File: src/sv/ftpd_pkg.sv
// ftpd_pkg: shared types and constants for the flight touchdown phase detector
// no dependencies; imported by every module of the block
`default_nettype none

package ftpd_pkg;

  // time step limits and unit conversion
  localparam int unsigned DtMinUs  = 500;
  localparam int unsigned DtMaxUs  = 10000;
  localparam int unsigned UsPerMs  = 1000;
  localparam int unsigned DtW      = 14;   // clamped step fits 14 bits
  localparam int unsigned HoldW    = 24;
  localparam int unsigned HoldThrW = 20;   // 1023 * 1000 fits 20 bits
  localparam int unsigned FlightW  = 32;
  localparam int unsigned ToutThrW = 26;   // 65535 * 1000 fits 26 bits

  // stream word widths
  localparam int unsigned InDataW  = 80;
  localparam int unsigned OutDataW = 8;

  // configuration register indexes
  typedef enum logic [2:0] {
    REG_RETRACT_SPEED = 3'd0,
    REG_LENGTH_LIMIT  = 3'd1,
    REG_PEAK_MINIMUM  = 3'd2,
    REG_PEAK_DROP     = 3'd3,
    REG_HOLD_MS       = 3'd4,
    REG_TIMEOUT_MS    = 3'd5
  } ftpd_reg_e;

  // sequence phase
  typedef enum logic [1:0] {
    PH_INIT   = 2'd0,
    PH_AIR    = 2'd1,
    PH_RETURN = 2'd2,
    PH_FAILED = 2'd3
  } ftpd_phase_e;

  // configuration seen by the leg lanes and the phase logic
  typedef struct packed {
    logic signed [15:0]    retract_speed;
    logic        [15:0]    length_limit;
    logic signed [15:0]    peak_minimum;
    logic        [15:0]    peak_drop;
    logic [HoldThrW-1:0]   hold_thr;
    logic [ToutThrW-1:0]   timeout_thr;
  } ftpd_cfg_t;

  // control from the phase logic to each lane
  typedef struct packed {
    logic rearm;   // return lane state to reset
    logic tick;    // accepted tick word
    logic fresh;   // phase is init: lane state reads as zero
    logic active;  // phase after init handling is air
  } ftpd_lane_ctl_t;

  // one result word, phase in the low bits
  typedef struct packed {
    logic        right_landed;
    logic        left_landed;
    logic        failed;
    logic        finished;
    ftpd_phase_e phase;
  } ftpd_res_t;

  // setting for the default reset values of the thresholds
  localparam logic [HoldThrW-1:0] HoldThrRst = HoldThrW'(20 * UsPerMs);
  localparam logic [ToutThrW-1:0] ToutThrRst = ToutThrW'(1500 * UsPerMs);

endpackage

`default_nettype wire

File: src/sv/ftpd_leg.sv
// ftpd_leg: one leg lane, tracks peak rate, landing hold time and touchdown mark
// depends on ftpd_pkg
`default_nettype none

module ftpd_leg import ftpd_pkg::*; (
  input  wire logic               clk_i,
  input  wire logic               rst_ni,
  input  wire ftpd_cfg_t          cfg_i,
  input  wire ftpd_lane_ctl_t     ctl_i,
  input  wire logic [15:0]        length_i,
  input  wire logic signed [15:0] rate_i,
  input  wire logic [DtW-1:0]     dt_i,
  output      logic               mark_o
);

  logic signed [15:0] peak_q, peak_d;
  logic [HoldW-1:0]   hold_q, hold_d;
  logic               mark_q, mark_d;

  logic signed [15:0] peak_cur;
  logic [HoldW-1:0]   hold_cur;
  logic               mark_cur;
  logic [16:0]        drop_amt;
  logic [HoldW:0]     hold_sum;
  logic               reversed, dropped;

  // state as seen by this tick, zero on the first tick after init
  assign peak_cur = ctl_i.fresh ? 16'sd0 : peak_q;
  assign hold_cur = ctl_i.fresh ? '0 : hold_q;
  assign mark_cur = ctl_i.fresh ? 1'b0 : mark_q;

  // peak tracking and landing conditions
  always_comb begin
    peak_d   = (rate_i > peak_cur) ? rate_i : peak_cur;
    reversed = rate_i < cfg_i.retract_speed;
    drop_amt = 17'({peak_d[15], peak_d} - {rate_i[15], rate_i});
    dropped  = (length_i < cfg_i.length_limit) && (peak_d > cfg_i.peak_minimum) &&
               (drop_amt > {1'b0, cfg_i.peak_drop});
    hold_sum = {1'b0, hold_cur} + (HoldW + 1)'(dt_i);
    if (!mark_cur && (reversed || dropped)) begin
      hold_d = hold_sum[HoldW] ? '1 : hold_sum[HoldW-1:0];
    end else begin
      hold_d = '0;
    end
    mark_d = mark_cur | (hold_d >= HoldW'(cfg_i.hold_thr));
  end

  // lane state
  always_ff @(posedge clk_i or negedge rst_ni) begin
    if (!rst_ni) begin
      peak_q <= '0;
      hold_q <= '0;
      mark_q <= 1'b0;
    end else if (ctl_i.rearm) begin
      peak_q <= '0;
      hold_q <= '0;
      mark_q <= 1'b0;
    end else if (ctl_i.tick && ctl_i.active) begin
      peak_q <= peak_d;
      hold_q <= hold_d;
      mark_q <= mark_d;
    end
  end

  // mark reported for this tick
  assign mark_o = ctl_i.active ? mark_d : mark_q;

endmodule

`default_nettype wire

File: src/sv/ftpd_phase.sv
// ftpd_phase: merges the lane marks, keeps flight time and the phase sequence
// depends on ftpd_pkg
`default_nettype none

module ftpd_phase import ftpd_pkg::*; (
  input  wire logic                clk_i,
  input  wire logic                rst_ni,
  input  wire logic                accept_i,
  input  wire logic                rearm_i,
  input  wire logic [DtW-1:0]      dt_i,
  input  wire logic [ToutThrW-1:0] timeout_thr_i,
  input  wire logic                left_mark_i,
  input  wire logic                right_mark_i,
  output      ftpd_lane_ctl_t      lane_ctl_o,
  output      ftpd_res_t           res_o
);

  ftpd_phase_e        phase_q, phase_d;
  logic [FlightW-1:0] flight_q, flight_d;
  logic [FlightW-1:0] flight_cur;
  logic [FlightW:0]   flight_sum;
  logic               tick, fresh, air;

  assign tick  = accept_i && !rearm_i;
  assign fresh = (phase_q == PH_INIT);
  assign air   = (phase_q == PH_INIT) || (phase_q == PH_AIR);

  // saturating flight time
  always_comb begin
    flight_cur = fresh ? '0 : flight_q;
    flight_sum = {1'b0, flight_cur} + (FlightW + 1)'(dt_i);
    flight_d   = flight_sum[FlightW] ? '1 : flight_sum[FlightW-1:0];
  end

  // next phase
  always_comb begin
    phase_d = phase_q;
    if (air) begin
      if (left_mark_i && right_mark_i) begin
        phase_d = PH_RETURN;
      end else if (flight_d >= FlightW'(timeout_thr_i)) begin
        phase_d = PH_FAILED;
      end else begin
        phase_d = PH_AIR;
      end
    end
  end

  // lane control and result word
  always_comb begin
    lane_ctl_o.rearm  = accept_i && rearm_i;
    lane_ctl_o.tick   = tick;
    lane_ctl_o.fresh  = fresh;
    lane_ctl_o.active = air;
    if (rearm_i) begin
      res_o = '0;
    end else begin
      res_o.phase        = phase_d;
      res_o.finished     = (phase_d == PH_RETURN);
      res_o.failed       = (phase_d == PH_FAILED);
      res_o.left_landed  = left_mark_i;
      res_o.right_landed = right_mark_i;
    end
  end

  // phase and flight time registers
  always_ff @(posedge clk_i or negedge rst_ni) begin
    if (!rst_ni) begin
      phase_q  <= PH_INIT;
      flight_q <= '0;
    end else if (accept_i && rearm_i) begin
      phase_q  <= PH_INIT;
      flight_q <= '0;
    end else if (tick) begin
      phase_q  <= phase_d;
      flight_q <= flight_d;
    end
  end

endmodule

`default_nettype wire

File: src/sv/flight_touchdown_phase_detector_top.sv
// flight_touchdown_phase_detector_top: config registers, step clamp, two leg
// lanes, phase merge and a two-entry output skid; depends on ftpd_pkg,
// ftpd_leg and ftpd_phase
// an accepted word's result is registered in the output stage, or in the skid entry
// when the master side stalls; throughput: one word per cycle until the skid fills
// the skid entry keeps input ready while one result waits on the master side
// reset: asynchronous active low, clears phase, flight time, lane state and
// the output stage, and loads the default configuration
`default_nettype none

module flight_touchdown_phase_detector_top import ftpd_pkg::*; (
  input  wire logic                clk_i,
  input  wire logic                rst_ni,
  // configuration write port
  input  wire logic                cfg_we_i,
  input  wire logic [2:0]          cfg_idx_i,
  input  wire logic [15:0]         cfg_wdata_i,
  // input stream
  input  wire logic                s_axis_tvalid_i,
  output      logic                s_axis_tready_o,
  // left_length, right_length, left_rate, right_rate, step_us
  input  wire logic [InDataW-1:0]  s_axis_tdata_i,
  // command
  input  wire logic                s_axis_tuser_i,
  // result stream
  output      logic                m_axis_tvalid_o,
  input  wire logic                m_axis_tready_i,
  // phase, finished, failed, left_landed, right_landed, zero pad
  output      logic [OutDataW-1:0] m_axis_tdata_o
);

  ftpd_cfg_t      cfg_q;
  ftpd_lane_ctl_t lane_ctl;
  ftpd_res_t      res;
  ftpd_res_t      out_q, skid_q;
  logic           out_vld_q, skid_vld_q;
  logic           accept, pop;
  logic [15:0]    step_us;
  logic [DtW-1:0] dt;
  logic           left_mark, right_mark;

  // configuration registers, thresholds scaled to microseconds on write
  always_ff @(posedge clk_i or negedge rst_ni) begin
    if (!rst_ni) begin
      cfg_q.retract_speed <= -16'sd410;
      cfg_q.length_limit  <= 16'd19661;
      cfg_q.peak_minimum  <= 16'sd2048;
      cfg_q.peak_drop     <= 16'd1229;
      cfg_q.hold_thr      <= HoldThrRst;
      cfg_q.timeout_thr   <= ToutThrRst;
    end else if (cfg_we_i) begin
      unique case (cfg_idx_i)
        REG_RETRACT_SPEED: cfg_q.retract_speed <= cfg_wdata_i;
        REG_LENGTH_LIMIT:  cfg_q.length_limit  <= cfg_wdata_i;
        REG_PEAK_MINIMUM:  cfg_q.peak_minimum  <= cfg_wdata_i;
        REG_PEAK_DROP:     cfg_q.peak_drop     <= cfg_wdata_i;
        REG_HOLD_MS:
          cfg_q.hold_thr <= HoldThrW'(HoldThrW'(cfg_wdata_i[9:0]) * HoldThrW'(UsPerMs));
        REG_TIMEOUT_MS:
          cfg_q.timeout_thr <= ToutThrW'(ToutThrW'(cfg_wdata_i) * ToutThrW'(UsPerMs));
        default: ;
      endcase
    end
  end

  // handshake
  assign s_axis_tready_o = !skid_vld_q;
  assign accept          = s_axis_tvalid_i && s_axis_tready_o;
  assign pop             = out_vld_q && m_axis_tready_i;

  // clamp the time step
  assign step_us = s_axis_tdata_i[79:64];
  always_comb begin
    priority if (step_us < 16'(DtMinUs)) begin
      dt = DtW'(DtMinUs);
    end else if (step_us > 16'(DtMaxUs)) begin
      dt = DtW'(DtMaxUs);
    end else begin
      dt = step_us[DtW-1:0];
    end
  end

  // leg lanes
  ftpd_leg u_leg_left (
    .clk_i    (clk_i),
    .rst_ni   (rst_ni),
    .cfg_i    (cfg_q),
    .ctl_i    (lane_ctl),
    .length_i (s_axis_tdata_i[15:0]),
    .rate_i   (s_axis_tdata_i[47:32]),
    .dt_i     (dt),
    .mark_o   (left_mark)
  );

  ftpd_leg u_leg_right (
    .clk_i    (clk_i),
    .rst_ni   (rst_ni),
    .cfg_i    (cfg_q),
    .ctl_i    (lane_ctl),
    .length_i (s_axis_tdata_i[31:16]),
    .rate_i   (s_axis_tdata_i[63:48]),
    .dt_i     (dt),
    .mark_o   (right_mark)
  );

  // phase merge
  ftpd_phase u_phase (
    .clk_i         (clk_i),
    .rst_ni        (rst_ni),
    .accept_i      (accept),
    .rearm_i       (s_axis_tuser_i),
    .dt_i          (dt),
    .timeout_thr_i (cfg_q.timeout_thr),
    .left_mark_i   (left_mark),
    .right_mark_i  (right_mark),
    .lane_ctl_o    (lane_ctl),
    .res_o         (res)
  );

  // output register with skid entry
  always_ff @(posedge clk_i or negedge rst_ni) begin
    if (!rst_ni) begin
      out_vld_q  <= 1'b0;
      skid_vld_q <= 1'b0;
    end else if (!out_vld_q) begin
      out_vld_q <= accept;
    end else if (pop) begin
      if (skid_vld_q) begin
        skid_vld_q <= 1'b0;
      end else begin
        out_vld_q <= accept;
      end
    end else if (accept) begin
      skid_vld_q <= 1'b1;
    end
  end

  // result payload
  always_ff @(posedge clk_i) begin
    if (!out_vld_q || (pop && !skid_vld_q)) begin
      out_q <= res;
    end else if (pop) begin
      out_q <= skid_q;
    end
    if (out_vld_q && !pop && accept) begin
      skid_q <= res;
    end
  end

  assign m_axis_tvalid_o = out_vld_q;
  assign m_axis_tdata_o  = {2'b00, out_q};

endmodule

`default_nettype wire

File: config.mk
export PLATFORM = sky130hd
export DESIGN_NAME = flight_touchdown_phase_detector_top
export DESIGN_NICKNAME = d
export VERILOG_FILES = /design/src/sv/ftpd_pkg.sv /design/src/sv/ftpd_leg.sv /design/src/sv/ftpd_phase.sv /design/src/sv/flight_touchdown_phase_detector_top.sv
export SDC_FILE = /design/constraint.sdc
export NUM_CORES = 1
export LEC_CHECK = 0
export BUFFER_PORTS_ARGS = -buffer_cell sky130_fd_sc_hd__buf_4
export CORE_ASPECT_RATIO = 1.75
export CORE_MARGIN = 2
export CORE_UTILIZATION = 40
export CTS_CLUSTER_DIAMETER = 30
export DETAILED_ROUTE_END_ITERATION = 10
export GPL_ROUTABILITY_DRIVEN = 0
export PLACE_DENSITY = 0.7
export SLEW_MARGIN = 10
export SYNTH_ARGS = -nofsm -noshare
export SYNTH_HDL_FRONTEND = slang
export SYNTH_SLANG_ARGS = --single-unit
File: constraint.sdc
create_clock -name clk_i -period 10.42 [get_ports clk_i]
set_input_delay 1.042 -clock clk_i [delete_from_list [all_inputs] [get_ports clk_i]]
set_output_delay 1.042 -clock clk_i [all_outputs]
set_load 0.01 [all_outputs]
==> flow_metrics.py <==
metrics = {
    "outcome": {
        "outcome": "finished clean",
    },
    "die": {
        "num_io_pins": 115,
        "rows": 114,
        "die_area_um2": 57500,
        "core_um2": 55100,
        "initial_utilization_pct": 40.4,
        "die_w_um": 182,
        "die_h_um": 316,
    },
    "detailed_routing": {
        "wire_per_inst_um": 21.1,
        "wirelength_um": 69300,
        "drc": 0,
        "drtPass1Iterations": 5,
        "vias": 19400,
        "drt_iter0_drc": 975,
        "routed_via_density": 5.89,
        "final_antenna_net_count": 0,
    },
    "setup_path": {
        "path_class": "flop to flop",
        "cp.arrival_ns": 10.29,
        "worst-r2r-cell-count": 44,
        "reg2reg_from": "u_phase.phase_q[0]$_DFFE_PN0P_",
        "worst_path_most_repeated_cell": "o21ai_0",
        "startpoint": "u_phase.phase_q[0]$_DFFE_PN0P_",
        "rrSetupSlack_ns": 0.45,
        "timing.rr.end": "m_axis_tdata_o[1]$_DFFE_PP_",
        "slowest_stage": "o41ai_1",
        "cp_max_fo": 25,
        "start_kind": "flop",
        "cp.required_ns": 10.74,
        "cpPeakStageDelay_ns": 0.53,
        "end_kind": "flop",
    },
    "cts": {
        "clockRootBuffer": "clkbuf_16",
        "clock_latency_ns": 0.57,
        "cts_buffer_depth": 3,
        "cts_made_buffers": 37,
        "cts.clk_slew.worst_paths_ns": 0.07,
        "cts.sinks": 234,
        "cts_tree": "built",
        "cts_hold_buf": 0,
        "cts_max_level": 2,
    },
    "finish": {
        "fin_area_um2": 25300,
        "area_growth_pct": 13.9,
        "fill_cells": 5227,
        "final_nets": 3090,
        "layout-drive-gt1-share_pct": 12.7,
        "post-route-util_pct": 46.0,
    },
    "logic_synthesis": {
        "synth_flop_cell": "dfrtp_1",
        "synth_seq_cells": 234,
        "synth_top_cell_area_share_pct": 20.4,
        "synth_area_um2": 22200,
        "avgSynthCellArea_um2": 9.07,
        "synthCells": 2451,
        "synth_area_leaders": "dfrtp_1, ha_1, fa_1",
        "yosysTopAreaCell": "dfrtp_1",
        "synth.distinct_cells": 87,
        "synth_edf_count": 12,
        "synthArstFlopShare_pct": 94.9,
        "ys_seq_area_share_pct": 26.9,
        "yosys-top-cells-count": "ha_1, nand2_1, inv_1, o21ai_0, dfrtp_1",
        "synth_warnings": 0,
        "yosysMostFrequentCell": "ha_1",
    },
    "grt": {
        "busiest_layer": "met2",
        "grt_pass1_vias": 20300,
        "grt_use_met3_pct": 2.70,
        "antenna_found_initial": 1,
        "use_met2_pct": 44.9,
        "grt_pass1_wl_um": 109000,
        "use_met1_pct": 23.2,
        "grt_overflow": 0,
        "grt_max_degree": 100,
        "grtUsageTotal_pct": 24.1,
    },
    "place": {
        "place_area_um2": 23900,
        "dp_slack_ns": -0.0421,
        "portBuffers": 112,
        "hpwlAfterDp_um": 55400,
    },
    "hold_path": {
        "hold_class": "flop to flop",
        "min_from": "u_phase.flight_q[13]$_DFFE_PN0P_",
        "min_path_cells": 1,
        "hold_end": "u_phase.flight_q[13]$_DFFE_PN0P_",
    },
    "sta": {
        "hold_viol": 0,
        "fin_ws_ns": 0.453,
        "tightest_slew_ns": 1.04,
        "clock.fmax_mhz": 100,
        "finalWorstPathRequiredPeriod_ns": 9.97,
        "setup_viol": 0,
        "skew_ns": 0.0386,
        "period_share_pct": 95.7,
        "slew_headroom_pct": 30.4,
        "maxSlewViolCount": 0,
    },
    "pwr": {
        "leakage_uw": 0.0121,
        "irDropWorstVdd_v": 0.000154,
        "power.density_nw_per_um2": 243,
    },
    "run": {
        "drv_cap": 0,
    },
}
-- cell families (layout without fill, tap and decap cells) --
kind of cell | after synthesis | in the layout | synth area share, %
compound gates | 682 | 682 | 20.8
xor+xnor | 103 | 103 | 4.06
fa+ha+maj | 421 | 421 | 25.8
buf+inv | 284 | 425 | 4.85
flops | 234 | 234 | 26.9
mux | 63 | 63 | 3.00
other cells | 1 | 3 | 0.0169
simple gates | 663 | 663 | 14.6
-- sequential cells by signal, indices dropped and copies added, names as in the netlist --
name,cells
u_phase.phase_q,2
u_leg_left.hold_q,24
u_phase.flight_q,32
m_axis_tdata_o,6
u_leg_right.peak_q,16
u_leg_right.mark_q,1
u_leg_right.hold_q,24
m_axis_tvalid_o,1
skid_q,6
u_leg_left.mark_q,1
cfg_q,104
skid_vld_q,1
u_leg_left.peak_q,16
-- routing by layer --
| metal | part of all wire, % | wire, µm |
|---|---|---|
| met2 | 52 | 35700 |
| met4 | 10 | 7020 |
| met5 | 0 | 0 |
| met1 | 34 | 23900 |
| met3 | 3.8 | 2670 |
-- worst max-delay path by stage --
stage	to	depth (start not counted)	slack, ns
5_1_grt	m_axis_tdata_o[1]$_DFFE_PP_	46	-0.06
2_1_floorplan	m_axis_tdata_o[1]$_DFFE_PP_	51	0.11
4_1_cts	m_axis_tdata_o[1]$_DFFE_PP_	44	0.04
3_3_place_gp	m_axis_tdata_o[1]$_DFFE_PP_	45	0.20
6_report	m_axis_tdata_o[1]$_DFFE_PP_	44	0.45
3_5_place_dp	m_axis_tdata_o[1]$_DFFE_PP_	46	-0.04
-- critical path: cells and delay by family, from the launching register on --
kind	cells	cell delay, ns
compound gates	20	4.54
simple gates	12	1.72
fa+ha+maj	5	1.48
buf+inv	4	0.71
mux	2	0.69
flops	1	0.41
xor+xnor	1	0.14
-- where the power goes --
group | switching (µW) | internal [µW] | total [µW] | leakage [µW]
Clock | 536 | 698 | 1230 | 0.000606
Sequential | 142 | 1200 | 1340 | 0.00293
Combinational | 2100 | 1480 | 3580 | 0.00859
-- cell usage in the layout, fill, tap and decap left out, drive strengths merged, types with 15 or more instances in the layout --
cell and count:
mux2 28, o21a 32, o21bai 18, nand4 45, o21ai 190, a221o 15, fa 62, and3 16
inv 225, and2 58, nand3 40, a21oi 138, a21o 65, nor2 110, dfstp 41, a211oi 26
nand2b 22, xor2 43, a31oi 15, nor3 27, mux2i 35, dfrtp 181, clkbuf 40, nand2 246
nor4 21, nor2b 36, ha 359, a22o 75, buf 147, xnor2 60
-- per-stage QoR --
step / std cells / hold WS [ns] / setup TNS (ns) / power [µW]
2_1_floorplan: 2452 / 0.430 / 0 / 3820
3_3_place_gp: 3214 / 0.452 / 0 / 4680
3_5_place_dp: 3214 / 0.457 / -0.0421 / 4830
4_1_cts: 3282 / 0.471 / 0 / 6100
5_1_grt: 3290 / 0.480 / -0.0999 / 6640
6_report: 3290 / 0.468 / 0 / 6160
-- cell type report --
cell class                 count  area (µm²)  area share [%]
multi-input combinational   1934       15300            60.4
sequential                   234        5970            23.6
timing repair buffer         147        1140            4.50
clock buffer                  40         947            3.74
tap                          696         871            3.44
inverter                     210         788            3.12
clock inverter                28         294            1.16
antenna                        1        2.50         0.00989
-- repair_timing --
action / in CTS / in global routing
gates resized for setup: 0 / 13
setup buffers: 0 / 7
endpoints found under the setup margin: 0 / 16
No activity file was read; power rests on OpenSTA's default activity.
